==> src/hdl/ptu_pkg.sv <==
`timescale 1ns / 1ps
// ----------------------------------------------------------------------------
// ptu_pkg
// Shared types and constants for the prefixed text to uint32 parser.
// ----------------------------------------------------------------------------
package ptu_pkg;

    // Prefix kinds seen at the head of the string.
    localparam logic [1:0] KIND_NONE = 2'd0;
    localparam logic [1:0] KIND_HASH = 2'd1;
    localparam logic [1:0] KIND_OX   = 2'd2;

    // Result status codes.
    localparam logic [1:0] ST_DEC      = 2'd0;
    localparam logic [1:0] ST_HEX      = 2'd1;
    localparam logic [1:0] ST_FALLBACK = 2'd2;

    // Digit limits and character codes.
    localparam logic [3:0] DEC_MAX_DIGITS = 4'd10;
    localparam logic [3:0] HEX_MAX_DIGITS = 4'd8;
    localparam logic [3:0] COUNT_SAT      = 4'd15;
    localparam logic [7:0] CH_HASH        = 8'h23;
    localparam logic [7:0] CH_ZERO        = 8'h30;
    localparam logic [7:0] CH_NINE        = 8'h39;
    localparam logic [7:0] CH_UPPER_X     = 8'h58;
    localparam logic [7:0] CH_LOWER_X     = 8'h78;

    // Classification of one character.
    typedef struct packed {
        logic       is_digit;
        logic       is_hex;
        logic [3:0] hex_val;   // also the decimal value when is_digit is set
        logic       is_hash;
        logic       is_zero;
        logic       is_x;
    } t_char_class;

endpackage

==> src/hdl/prefixed_text_to_uint32.sv <==
`timescale 1ns / 1ps
// ----------------------------------------------------------------------------
// prefixed_text_to_uint32
// Streaming parser of an unsigned 32-bit number from ASCII text, one
// character per transfer, decimal or hexadecimal ('#', "0x", "0X" prefix).
// ----------------------------------------------------------------------------
//
//  Channel  | Direction | Carries
//  ---------+-----------+------------------------------------------------------
//  s_axis   | in        | one character, no-character flag, end of text, fallback
//  m_axis   | out       | parsed value and status, one per string
//
// A character enters the input register; when it moves on, the parse state is
// updated from it and, on the final character, the result is written to the
// output register. A new character is accepted in every cycle unless a final
// character is held. A waiting result stalls only the final character of the
// next string; other characters keep flowing. Reset clears both registers'
// valid flags and returns the parse state to its start values.
//
module prefixed_text_to_uint32 (
    input  logic        i_clk,
    input  logic        i_rst_n,
    input  logic        s_axis_tvalid,
    output logic        s_axis_tready,
    input  logic [39:0] s_axis_tdata,   // [7:0] text_char, [39:8] fallback
    input  logic        s_axis_tlast,   // end_of_text
    input  logic        s_axis_tuser,   // no_char
    output logic        m_axis_tvalid,
    input  logic        m_axis_tready,
    output logic [31:0] m_axis_tdata,   // [31:0] parsed_value
    output logic [1:0]  m_axis_tuser    // [1:0] status
);
    import ptu_pkg::*;

    // Input register.
    logic        r_in_valid;
    logic [7:0]  r_in_char;
    logic        r_in_no_char;
    logic        r_in_last;
    logic [31:0] r_in_fallback;

    // Output register.
    logic        r_out_valid;
    logic [31:0] r_out_value;
    logic [1:0]  r_out_status;

    logic        w_out_free;
    logic        w_advance;
    logic [31:0] w_value;
    logic [1:0]  w_status;

    // A character that produces no result never waits on the output side.
    assign w_out_free    = !r_out_valid || m_axis_tready;
    assign w_advance     = r_in_valid && (!r_in_last || w_out_free);
    assign s_axis_tready = !r_in_valid || w_advance;

    always_ff @(posedge i_clk) begin
        if (!i_rst_n) begin
            r_in_valid <= 1'b0;
        end else if (s_axis_tready) begin
            r_in_valid <= s_axis_tvalid;
        end
    end

    always_ff @(posedge i_clk) begin
        if (s_axis_tvalid && s_axis_tready) begin
            r_in_char     <= s_axis_tdata[7:0];
            r_in_fallback <= s_axis_tdata[39:8];
            r_in_no_char  <= s_axis_tuser;
            r_in_last     <= s_axis_tlast;
        end
    end

    ptu_accum u_accum (
        .i_clk      (i_clk),
        .i_rst_n    (i_rst_n),
        .i_step     (w_advance),
        .i_char     (r_in_char),
        .i_no_char  (r_in_no_char),
        .i_last     (r_in_last),
        .i_fallback (r_in_fallback),
        .o_value    (w_value),
        .o_status   (w_status)
    );

    always_ff @(posedge i_clk) begin
        if (!i_rst_n) begin
            r_out_valid <= 1'b0;
        end else if (w_advance && r_in_last) begin
            r_out_valid <= 1'b1;
        end else if (m_axis_tready) begin
            r_out_valid <= 1'b0;
        end
    end

    always_ff @(posedge i_clk) begin
        if (w_advance && r_in_last) begin
            r_out_value  <= w_value;
            r_out_status <= w_status;
        end
    end

    assign m_axis_tvalid = r_out_valid;
    assign m_axis_tdata  = r_out_value;
    assign m_axis_tuser  = r_out_status;

    // A final character never overwrites a result that has not been taken.
    a_no_overwrite: assert property (@(posedge i_clk) disable iff (!i_rst_n)
        !(w_advance && r_in_last && r_out_valid && !m_axis_tready))
        else $error("result register overwritten before transfer");

    // A held character stays in the input register until it is processed.
    a_in_held: assert property (@(posedge i_clk) disable iff (!i_rst_n)
        (r_in_valid && !w_advance) |=> r_in_valid)
        else $error("input character lost while stalled");

    // A character that is not final always moves on in its cycle.
    a_mid_flows: assert property (@(posedge i_clk) disable iff (!i_rst_n)
        (r_in_valid && !r_in_last) |-> w_advance)
        else $error("non-final character stalled");

    // Status is one of the three result codes.
    a_status_code: assert property (@(posedge i_clk) disable iff (!i_rst_n)
        r_out_valid |-> (r_out_status == ST_DEC || r_out_status == ST_HEX ||
                         r_out_status == ST_FALLBACK))
        else $error("invalid status code");

endmodule

==> src/hdl/ptu_char_decode.sv <==
`timescale 1ns / 1ps
// ----------------------------------------------------------------------------
// ptu_char_decode
// Classifies one ASCII character for the decimal and hexadecimal paths.
// ----------------------------------------------------------------------------
module ptu_char_decode (
    input  logic [7:0]           i_char,
    output ptu_pkg::t_char_class o_class
);
    import ptu_pkg::*;

    logic w_upper;
    logic w_lower;

    // Letters A-F and a-f have low nibbles 1 to 6, so adding 9 gives 10 to 15.
    assign w_upper = (i_char >= 8'h41) && (i_char <= 8'h46);
    assign w_lower = (i_char >= 8'h61) && (i_char <= 8'h66);

    always_comb begin
        o_class.is_digit = (i_char >= CH_ZERO) && (i_char <= CH_NINE);
        o_class.is_hex   = o_class.is_digit || w_upper || w_lower;
        o_class.hex_val  = o_class.is_digit ? i_char[3:0] : i_char[3:0] + 4'd9;
        o_class.is_hash  = (i_char == CH_HASH);
        o_class.is_zero  = (i_char == CH_ZERO);
        o_class.is_x     = (i_char == CH_UPPER_X) || (i_char == CH_LOWER_X);
    end

endmodule

==> src/hdl/ptu_accum.sv <==
`timescale 1ns / 1ps
// ----------------------------------------------------------------------------
// ptu_accum
// Per-string parse state, updated by one character a step, and the result
// that the final character of a string selects.
// ----------------------------------------------------------------------------
module ptu_accum (
    input  logic        i_clk,
    input  logic        i_rst_n,
    input  logic        i_step,
    input  logic [7:0]  i_char,
    input  logic        i_no_char,
    input  logic        i_last,
    input  logic [31:0] i_fallback,
    output logic [31:0] o_value,
    output logic [1:0]  o_status
);
    import ptu_pkg::*;

    t_char_class w_cls;

    logic [3:0]  r_char_count, n_char_count;
    logic [1:0]  r_prefix_kind, n_prefix_kind;
    logic        r_first_zero, n_first_zero;
    logic [31:0] r_dec_sum, n_dec_sum;
    logic        r_dec_ok, n_dec_ok;
    logic [31:0] r_hex_sum, n_hex_sum;
    logic        r_hex_ok, n_hex_ok;
    logic [3:0]  r_hex_count, n_hex_count;
    logic        w_take_hex;
    logic        w_hex_path;

    ptu_char_decode u_decode (
        .i_char  (i_char),
        .o_class (w_cls)
    );

    always_comb begin
        n_char_count  = r_char_count;
        n_prefix_kind = r_prefix_kind;
        n_first_zero  = r_first_zero;
        n_dec_sum     = r_dec_sum;
        n_dec_ok      = r_dec_ok;
        n_hex_sum     = r_hex_sum;
        n_hex_ok      = r_hex_ok;
        n_hex_count   = r_hex_count;
        w_take_hex    = 1'b0;

        if (!i_no_char) begin
            // Decimal path runs over every character.
            if (w_cls.is_digit) begin
                n_dec_sum = (r_dec_sum << 3) + (r_dec_sum << 1) + {28'd0, w_cls.hex_val};
            end else begin
                n_dec_ok = 1'b0;
            end

            // Prefix detection decides which characters feed the hex path.
            if (r_char_count == 4'd0) begin
                if (w_cls.is_hash) begin
                    n_prefix_kind = KIND_HASH;
                end else if (w_cls.is_zero) begin
                    n_first_zero = 1'b1;
                end
            end else if (r_char_count == 4'd1) begin
                if (r_prefix_kind == KIND_HASH) begin
                    w_take_hex = 1'b1;
                end else if (r_first_zero && w_cls.is_x) begin
                    n_prefix_kind = KIND_OX;
                end
            end else if (r_prefix_kind != KIND_NONE) begin
                w_take_hex = 1'b1;
            end

            if (w_take_hex) begin
                if (w_cls.is_hex) begin
                    n_hex_sum = {r_hex_sum[27:0], w_cls.hex_val};
                end else begin
                    n_hex_ok = 1'b0;
                end
                if (r_hex_count != COUNT_SAT) begin
                    n_hex_count = r_hex_count + 4'd1;
                end
            end

            if (r_char_count != COUNT_SAT) begin
                n_char_count = r_char_count + 4'd1;
            end
        end
    end

    // Result from the state that includes the final character.
    assign w_hex_path = ((n_prefix_kind == KIND_HASH) && (n_char_count > 4'd1)) ||
                        ((n_prefix_kind == KIND_OX) && (n_char_count > 4'd2));

    always_comb begin
        o_value  = i_fallback;
        o_status = ST_FALLBACK;
        if (n_char_count == 4'd0) begin
            o_value  = i_fallback;
        end else if (w_hex_path) begin
            if (n_hex_ok && (n_hex_count != 4'd0) && (n_hex_count <= HEX_MAX_DIGITS)) begin
                o_value  = n_hex_sum;
                o_status = ST_HEX;
            end
        end else if (n_dec_ok && (n_char_count <= DEC_MAX_DIGITS)) begin
            o_value  = n_dec_sum;
            o_status = ST_DEC;
        end
    end

    // The final item of a string returns all state to its start values.
    always_ff @(posedge i_clk) begin
        if (!i_rst_n || (i_step && i_last)) begin
            r_char_count  <= 4'd0;
            r_prefix_kind <= KIND_NONE;
            r_first_zero  <= 1'b0;
            r_dec_sum     <= 32'd0;
            r_dec_ok      <= 1'b1;
            r_hex_sum     <= 32'd0;
            r_hex_ok      <= 1'b1;
            r_hex_count   <= 4'd0;
        end else if (i_step) begin
            r_char_count  <= n_char_count;
            r_prefix_kind <= n_prefix_kind;
            r_first_zero  <= n_first_zero;
            r_dec_sum     <= n_dec_sum;
            r_dec_ok      <= n_dec_ok;
            r_hex_sum     <= n_hex_sum;
            r_hex_ok      <= n_hex_ok;
            r_hex_count   <= n_hex_count;
        end
    end

endmodule

==> config.mk <==
export PLATFORM = sky130hd
export DESIGN_NAME = prefixed_text_to_uint32
export DESIGN_NICKNAME = d
export VERILOG_FILES = /design/src/hdl/ptu_pkg.sv /design/src/hdl/prefixed_text_to_uint32.sv /design/src/hdl/ptu_char_decode.sv /design/src/hdl/ptu_accum.sv
export SDC_FILE = /design/constraint.sdc
export NUM_CORES = 1
export LEC_CHECK = 0
export BUFFER_PORTS_ARGS = -buffer_cell sky130_fd_sc_hd__buf_2
export CAP_MARGIN = 10
export CORE_MARGIN = 4
export CORE_UTILIZATION = 40
export DETAILED_ROUTE_END_ITERATION = 8
export PLACE_DENSITY = 0.66
export SLEW_MARGIN = 0
export SYNTH_ARGS = -nofsm -noshare
export SYNTH_HDL_FRONTEND = slang
export SYNTH_SLANG_ARGS = --single-unit
==> constraint.sdc <==
create_clock -name i_clk -period 8 [get_ports i_clk]
set_clock_uncertainty 0.1 [all_clocks]
set_input_delay 0.4 -clock i_clk [delete_from_list [all_inputs] [get_ports i_clk]]
set_output_delay 0.4 -clock i_clk [all_outputs]
set_load 0.01 [all_outputs]
==> results of run 1 <==
==> through the flow <==
stage          std cells  hold slack (ns)  worst slack [ns]  util (%)
6_report            1314           0.0400              2.98      46.6
5_1_grt             1314           0.0185              2.56      46.6
4_1_cts             1314           0.0204              2.98      46.6
3_5_place_dp        1282            0.331              3.02      43.9
3_3_place_gp        1282            0.326              3.16      43.9
2_1_floorplan        959            0.317              3.58         -
==> per-layer routing <==
| layer | part of all wire, % | track usage [%] | vias up | wire length, um |
|---|---|---|---|---|
| met4 | 2.2 | 6.34 | 0 | 567 |
| met3 | 5.1 | 3.88 | 31 | 1310 |
| li1 | - | - | 3651 | - |
| met5 | 0 | 0 | - | 0 |
| met1 | 45 | 26.9 | 3630 | 11500 |
| met2 | 48 | 34.5 | 242 | 12300 |
==> cell usage in the layout (no fill, tap or decap), drive strengths merged, types with 10 or more instances in the layout <==
master / synthesis / final
nor2: 56 / 56
xnor2: 20 / 20
a31oi: 14 / 14
xor2: 10 / 10
dfxtp: 79 / 79
nor3: 12 / 12
ha: 66 / 66
mux2: 18 / 18
nand2: 156 / 156
nand3: 17 / 17
buf: 14 / 91
o211ai: 11 / 11
o22ai: 16 / 16
inv: 21 / 28
mux2i: 28 / 28
a211oi: 13 / 13
a21oi: 112 / 112
nand2b: 18 / 18
clkbuf: 34 / 20
edfxtp: 76 / 76
o21ai: 32 / 32
==> layout make-up <==
type	count	area, um^2	share of cell area (%)
sequential	155	3860	37.8
tap	280	350	3.43
timing repair buffer	91	480	4.70
inverter	21	78.8	0.771
clock buffer	20	479	4.69
clock inverter	12	98.8	0.966
multi-input combinational	735	4880	47.7
==> sequential cells by signal, summed over array words and instances (netlist names), 4 cells and up <==
name / count
u_accum.r_dec_sum: 32
r_in_char: 8
u_accum.r_hex_sum: 32
r_in_fallback: 32
u_accum.r_hex_count: 4
m_axis_tdata: 32
u_accum.r_char_count: 4
==> where the power goes <==
part / internal, mW / switching [mW] / leakage [nW]
combinational: 0.0581 / 0.106 / 2.50
clock: 0.442 / 0.355 / 0.280
sequential: 0.862 / 0.0182 / 1.37
total: 1.36 / 0.479 / 4.15
==> worst min path at each step <==
stage	start	to	slack, ns	cells past startpoint
6_report	s_axis_tlast	r_in_last$_DFFE_PP_	0.04	1
3_3_place_gp	u_accum.r_hex_ok$_SDFFE_PP1P_	u_accum.r_hex_ok$_SDFFE_PP1P_	0.33	2
2_1_floorplan	u_accum.r_hex_ok$_SDFFE_PP1P_	u_accum.r_hex_ok$_SDFFE_PP1P_	0.32	2
4_1_cts	s_axis_tdata[16]	r_in_fallback[8]$_DFFE_PP_	0.02	1
5_1_grt	s_axis_tdata[13]	r_in_fallback[5]$_DFFE_PP_	0.02	1
3_5_place_dp	u_accum.r_hex_ok$_SDFFE_PP1P_	u_accum.r_hex_ok$_SDFFE_PP1P_	0.33	2
==> synthesized netlist by cell type (3+ instances only) <==
master      n  area share, %
a211o_1     4           0.39
a211oi_1   12            1.0
a21boi_0    8           0.67
a21o_1      9           0.75
a21oi_1   112            6.2
a221o_1     4           0.44
a222oi_1    3           0.33
a31oi_1    14           0.97
and2_1      6           0.42
and3_1      9           0.63
and4_1      4           0.39
buf_2      11           0.61
clkbuf_1   34            1.4
dfxtp_1    79             18
edfxtp_1   76             25
ha_1       66            9.2
inv_1      20           0.83
mux2_2     18            2.3
mux2i_1    28            3.1
nand2_1   155            6.5
nand2b_1   18            1.3
nand3_1    17           0.95
nand4_1     7           0.49
nand4b_1    3           0.29
nor2_1     56            2.3
nor2b_1     7           0.49
nor3_1     12           0.67
nor3b_1     4           0.33
nor4_1      3           0.21
o211ai_1   11           0.92
o21a_1      7           0.58
o21ai_0    31            1.7
o21bai_1    5           0.42
o221ai_1    8           0.78
o22ai_1    15            1.0
o31ai_1     5           0.42
or2_2       4           0.28
or3_1       8           0.56
xnor2_1    20            1.9
xor2_1     10           0.97
==> logic make-up after synthesis <==
| logic type | Yosys count | synth area share (%) |
|---|---|---|
| AOI/OAI and AO/OA | 268 | 19.0 |
| and+or+nand+nor | 323 | 16.9 |
| xor gates and xnor gates | 30 | 2.92 |
| muxes | 46 | 5.37 |
| adders and majority gates | 68 | 9.62 |
| buffers and inverters | 69 | 3.20 |
| DFF | 155 | 42.9 |
==> worst max-delay path, delay by kind of cell (launching register included) <==
kind	cells	cell delay, ns
buf+inv	2	0.20
xor+xnor	2	0.37
fa+ha+maj	3	1.19
flops	1	0.53
compound gates	8	2.07
simple gates	2	0.29
==> results.json, run 1 <==
{
  "status": "complete, no violations",
  "ys_seq_area_share_pct": 42.9,
  "critPathKind": "reg2reg",
  "h-tree-depth": 4,
  "startpoint_type": "flop",
  "critPathLaunch": "r_in_char[0]$_DFFE_PP_",
  "drive_above_1_share_pct": 15.5,
  "maxCapViolCount": 0,
  "synth_nets": 1073,
  "worst-slew-pin-transition_ns": 1.07,
  "cp_slowest_cell": "edfxtp_1",
  "numCtsBuffers": 17,
  "cts_setup_buffers": 0,
  "async_flop_share_pct": 0,
  "r2r_end": "m_axis_tdata[30]$_DFFE_PP_",
  "first_pass_iters": 7,
  "hold_violations": 0,
  "timing.critical_path.to": "m_axis_tdata[30]$_DFFE_PP_",
  "die-width_um": 158,
  "rsz0062_at_grt": "false",
  "drt_iter0_drc": 509,
  "slew_violations": 0,
  "pin_count": 82,
  "io_buffers": 81,
  "worst_skew_pair.late_latency_ns": 0.43,
  "slowest_delay_ns": 0.53,
  "crit_fanout": 9,
  "peakVddDrop_uv": 125,
  "initial_core_util_pct": 41.0,
  "cts_hold_buf": 0,
  "synth_edf_count": 76,
  "timing.rr.start": "r_in_char[0]$_DFFE_PP_",
  "synth_cell_types": 70,
  "route.vias.total": 7554,
  "grt_antenna_before_repair": 0,
  "end_kind": "flop",
  "finalSetupViolCount": 0,
  "path_clk_slew_ns": 0.07,
  "place.gp.congestion": 0.889,
  "die_y_um": 158,
  "die_area_mm2": 0.0250,
  "ys_warn_count": 0,
  "synth_ff_type": "dfxtp_1",
  "slew_headroom_pct": 28.4,
  "ys_ff_latch": 155,
  "period_share_pct": 62.7,
  "num_rows": 54,
  "reg2regPathDepth": 17,
  "p_total_mw": 1.84,
  "design_area_mm2": 0.0102,
  "wire_per_inst_um": 19.6,
  "grt_usage_pct": 20.5,
  "ff2ff_setup_slack_ns": 2.98,
  "netlist_area_mm2": 0.00900,
  "place_area_mm2": 0.00965,
  "vias_per_cell": 5.75,
  "avgSynthCellArea_um2": 9.39,
  "timing.fmax_ghz": 0.199,
  "cp.arrival_ns": 5.08,
  "grt.overflow.total": 0,
  "grt_max_degree": 73,
  "syn2layout_area_growth_pct": 13.6,
  "syn_inst": 959,
  "grt_pass1_vias": 7325,
  "fillers": 2053,
  "crit_chain": "inv_1 -> ha_1 -> o21bai_1 -> a211oi_2 -> a31oi_1 -> xor2_1 -> fa_1 -> inv_1 -> fa_1 -> nand2b_1 -> a21oi_1 -> o21ai_0 -> a21oi_1 -> nor4b_1 -> o31ai_1 -> xnor2_1 -> a21oi_1",
  "worstPathRequired_ns": 8.06,
  "root_buffer": "clkbuf_16",
  "powerDensity_mw_per_mm2": 180,
  "cpMostUsedCell": "a21oi_1",
  "p_leak_nw": 4.15,
  "wirelength_mm": 25.7,
  "timing.final.crit_period_ns": 5.02,
  "grt_pass1_wl_mm": 39.9,
  "drcViolationCount": 0,
  "diodes": 0,
  "hold_class": "in2reg",
  "drtAntennaViolNets": 0,
  "nets": 1135,
  "cts.sinks": 155,
  "cts_buffer_depth": 2,
  "cts_tree": "built",
  "fp.coreArea_mm2": 0.0220,
  "postCtsResizedCells": 0,
  "place_hpwl_mm": 18.2,
  "totalNegativeSetupSlack_ns": 0
}
(Power assumes the default switching activity.)
==> run 2, diff against run 1 <==
==> constraint.sdc (replaced) <==
create_clock -name i_clk -period 4.85 [get_ports i_clk]
set_clock_uncertainty 0.1 [all_clocks]
set_input_delay 0.2425 -clock i_clk [delete_from_list [all_inputs] [get_ports i_clk]]
set_output_delay 0.2425 -clock i_clk [all_outputs]
set_load 0.01 [all_outputs]
==> run 2 against run 1 <==
Sequential share of layout area fell by 1.7 points. Global-route usage rose by 0.34 points. Die area did not move. Via count rose by 2.7%. Total power rose by 65%. Final cell count rose by 3.8%. Wire length rose by 1.7%.
==> results.json, run 2 (synthesized netlist as in run 1, its figures left out) <==
{
  "fp.coreArea_mm2": 0.0220,
  "powerDensity_mw_per_mm2": 283,
  "hold_class": "in2reg",
  "crit_chain": "buf_4 -> ha_1 -> o21bai_1 -> a211oi_2 -> a31oi_1 -> xor2_1 -> fa_1 -> ha_1 -> a211oi_1 -> o211ai_1 -> a21o_1 -> o21ai_1 -> o21ai_0 -> o32a_1 -> o21a_1 -> o21ai_0",
  "layout_commonest_cell": "nand2_1",
  "diodes": 0,
  "startpoint_type": "flop",
  "drive_above_1_share_pct": 15.5,
  "worstPathRequired_ns": 5.03,
  "cp_slowest_cell": "fa_1",
  "cts_tree": "built",
  "maxCapViolCount": 0,
  "critPathTopFamily": "compound AO/OA/AOI/OAI gates",
  "io_buffers": 81,
  "drcViolationCount": 0,
  "die-width_um": 158,
  "worst_skew_pair.late_latency_ns": 0.44,
  "num_rows": 54,
  "period_share_pct": 91.9,
  "mostFrequentLayoutCells": "155 x nand2_1, 110 x a21oi_1, 81 x buf_2, 79 x dfxtp_1, 76 x edfxtp_1",
  "route.vias.total": 7761,
  "grt.overflow.total": 0,
  "die_area_mm2": 0.0250,
  "slew_violations": 0,
  "wire_per_inst_um": 19.2,
  "crit_buf_inv": 1,
  "finalSetupViolCount": 0,
  "syn2layout_area_growth_pct": 18.9,
  "numCtsBuffers": 17,
  "peakVddDrop_uv": 209,
  "totalNegativeSetupSlack_ns": 0,
  "status": "complete, no violations",
  "cts.sinks": 155,
  "p_leak_nw": 4.36,
  "hold_violations": 0,
  "grt_pass1_wl_mm": 40.5,
  "place.gp.congestion": 0.919,
  "nets": 1185,
  "cp.arrival_ns": 4.64,
  "p_total_mw": 3.03,
  "root_buffer": "clkbuf_16",
  "drt_iter0_drc": 606,
  "timing.fmax_ghz": 0.224,
  "slowest_delay_ns": 0.47,
  "slew_headroom_pct": 27.1,
  "vias_per_cell": 5.69,
  "grt_usage_pct": 20.9,
  "drtAntennaViolNets": 0,
  "place_hpwl_mm": 18.4,
  "rsz0062_at_grt": "false",
  "grt_max_degree": 38,
  "grt_pass1_vias": 7469,
  "grt_antenna_before_repair": 0,
  "path_clk_slew_ns": 0.07,
  "first_pass_iters": 5,
  "h-tree-depth": 4,
  "crit_fanout": 5,
  "pin_count": 82,
  "worst-slew-pin-transition_ns": 1.09,
  "initial_core_util_pct": 41.0,
  "critPathKind": "reg2reg",
  "die_y_um": 158,
  "wirelength_mm": 26.1,
  "timing.final.crit_period_ns": 4.46,
  "holdWs_ns": 0.0289,
  "cts_buffer_depth": 2,
  "end_kind": "flop"
}
==> run 2: layer usage <==
metal | share of wire [%] | track usage (%)
met5 | 0 | 0
met4 | 3.3 | 7.68
met3 | 5.8 | 4.05
met2 | 46 | 34.2
met1 | 44 | 27.5
==> run 2: worst paths after layout <==
| path | startpoint | endpoint | slack [ns] | cells past startpoint |
|---|---|---|---|---|
| hold / removal | s_axis_tvalid | r_in_valid$_SDFFE_PN0N_ | 0.03 | 3 |
| setup reg to reg | r_in_char[0]$_DFFE_PP_ | m_axis_tdata[31]$_DFFE_PP_ | 0.39 | 16 |
| setup / recovery | r_in_char[0]$_DFFE_PP_ | m_axis_tdata[31]$_DFFE_PP_ | 0.39 | 16 |
| hold reg to reg | u_accum.r_hex_ok$_SDFFE_PP1P_ | u_accum.r_hex_ok$_SDFFE_PP1P_ | 0.35 | 2 |
==> run 2: cell type report <==
class	count	area [um^2]
Clock buffer	17	425
Clock inverter	15	123
Fill cell	2027	11300
Inverter	21	78.8
Multi-Input combinational cell	735	4880
Sequential cell	155	3860
Tap cell	280	350
Timing Repair Buffer	141	976
==> run 2: worst min-delay path, stage by stage <==
cell and delay, ns:
buf_2 0.08, inv_1 0.06, a21boi_0 0.14
==> run 2: power breakdown <==
part / internal [mW] / switching (mW) / total [mW]
logic: 0.123 / 0.179 / 0.302
registers: 1.42 / 0.0289 / 1.45
clock network: 0.704 / 0.574 / 1.28
==> run 2: repair_timing <==
action,4_1_cts,5_1_grt
gates resized for setup,0,3
endpoints found under the setup margin,0,8
hold buffers,43,0
buffers inserted,0,3
endpoints found under the hold margin,44,0
==> run 2: stage by stage <==
step	cell area (um^2)	std cells	utilization [%]	setup slack [ns]
final	10700	1364	48.7	0.395
after global routing	10700	1364	48.7	0.0333
after CTS	10700	1361	48.6	0.120
after detailed placement	9690	1286	44.1	0.145
after global placement	9690	1286	44.1	0.261
after floorplan	9000	959	-	0.432
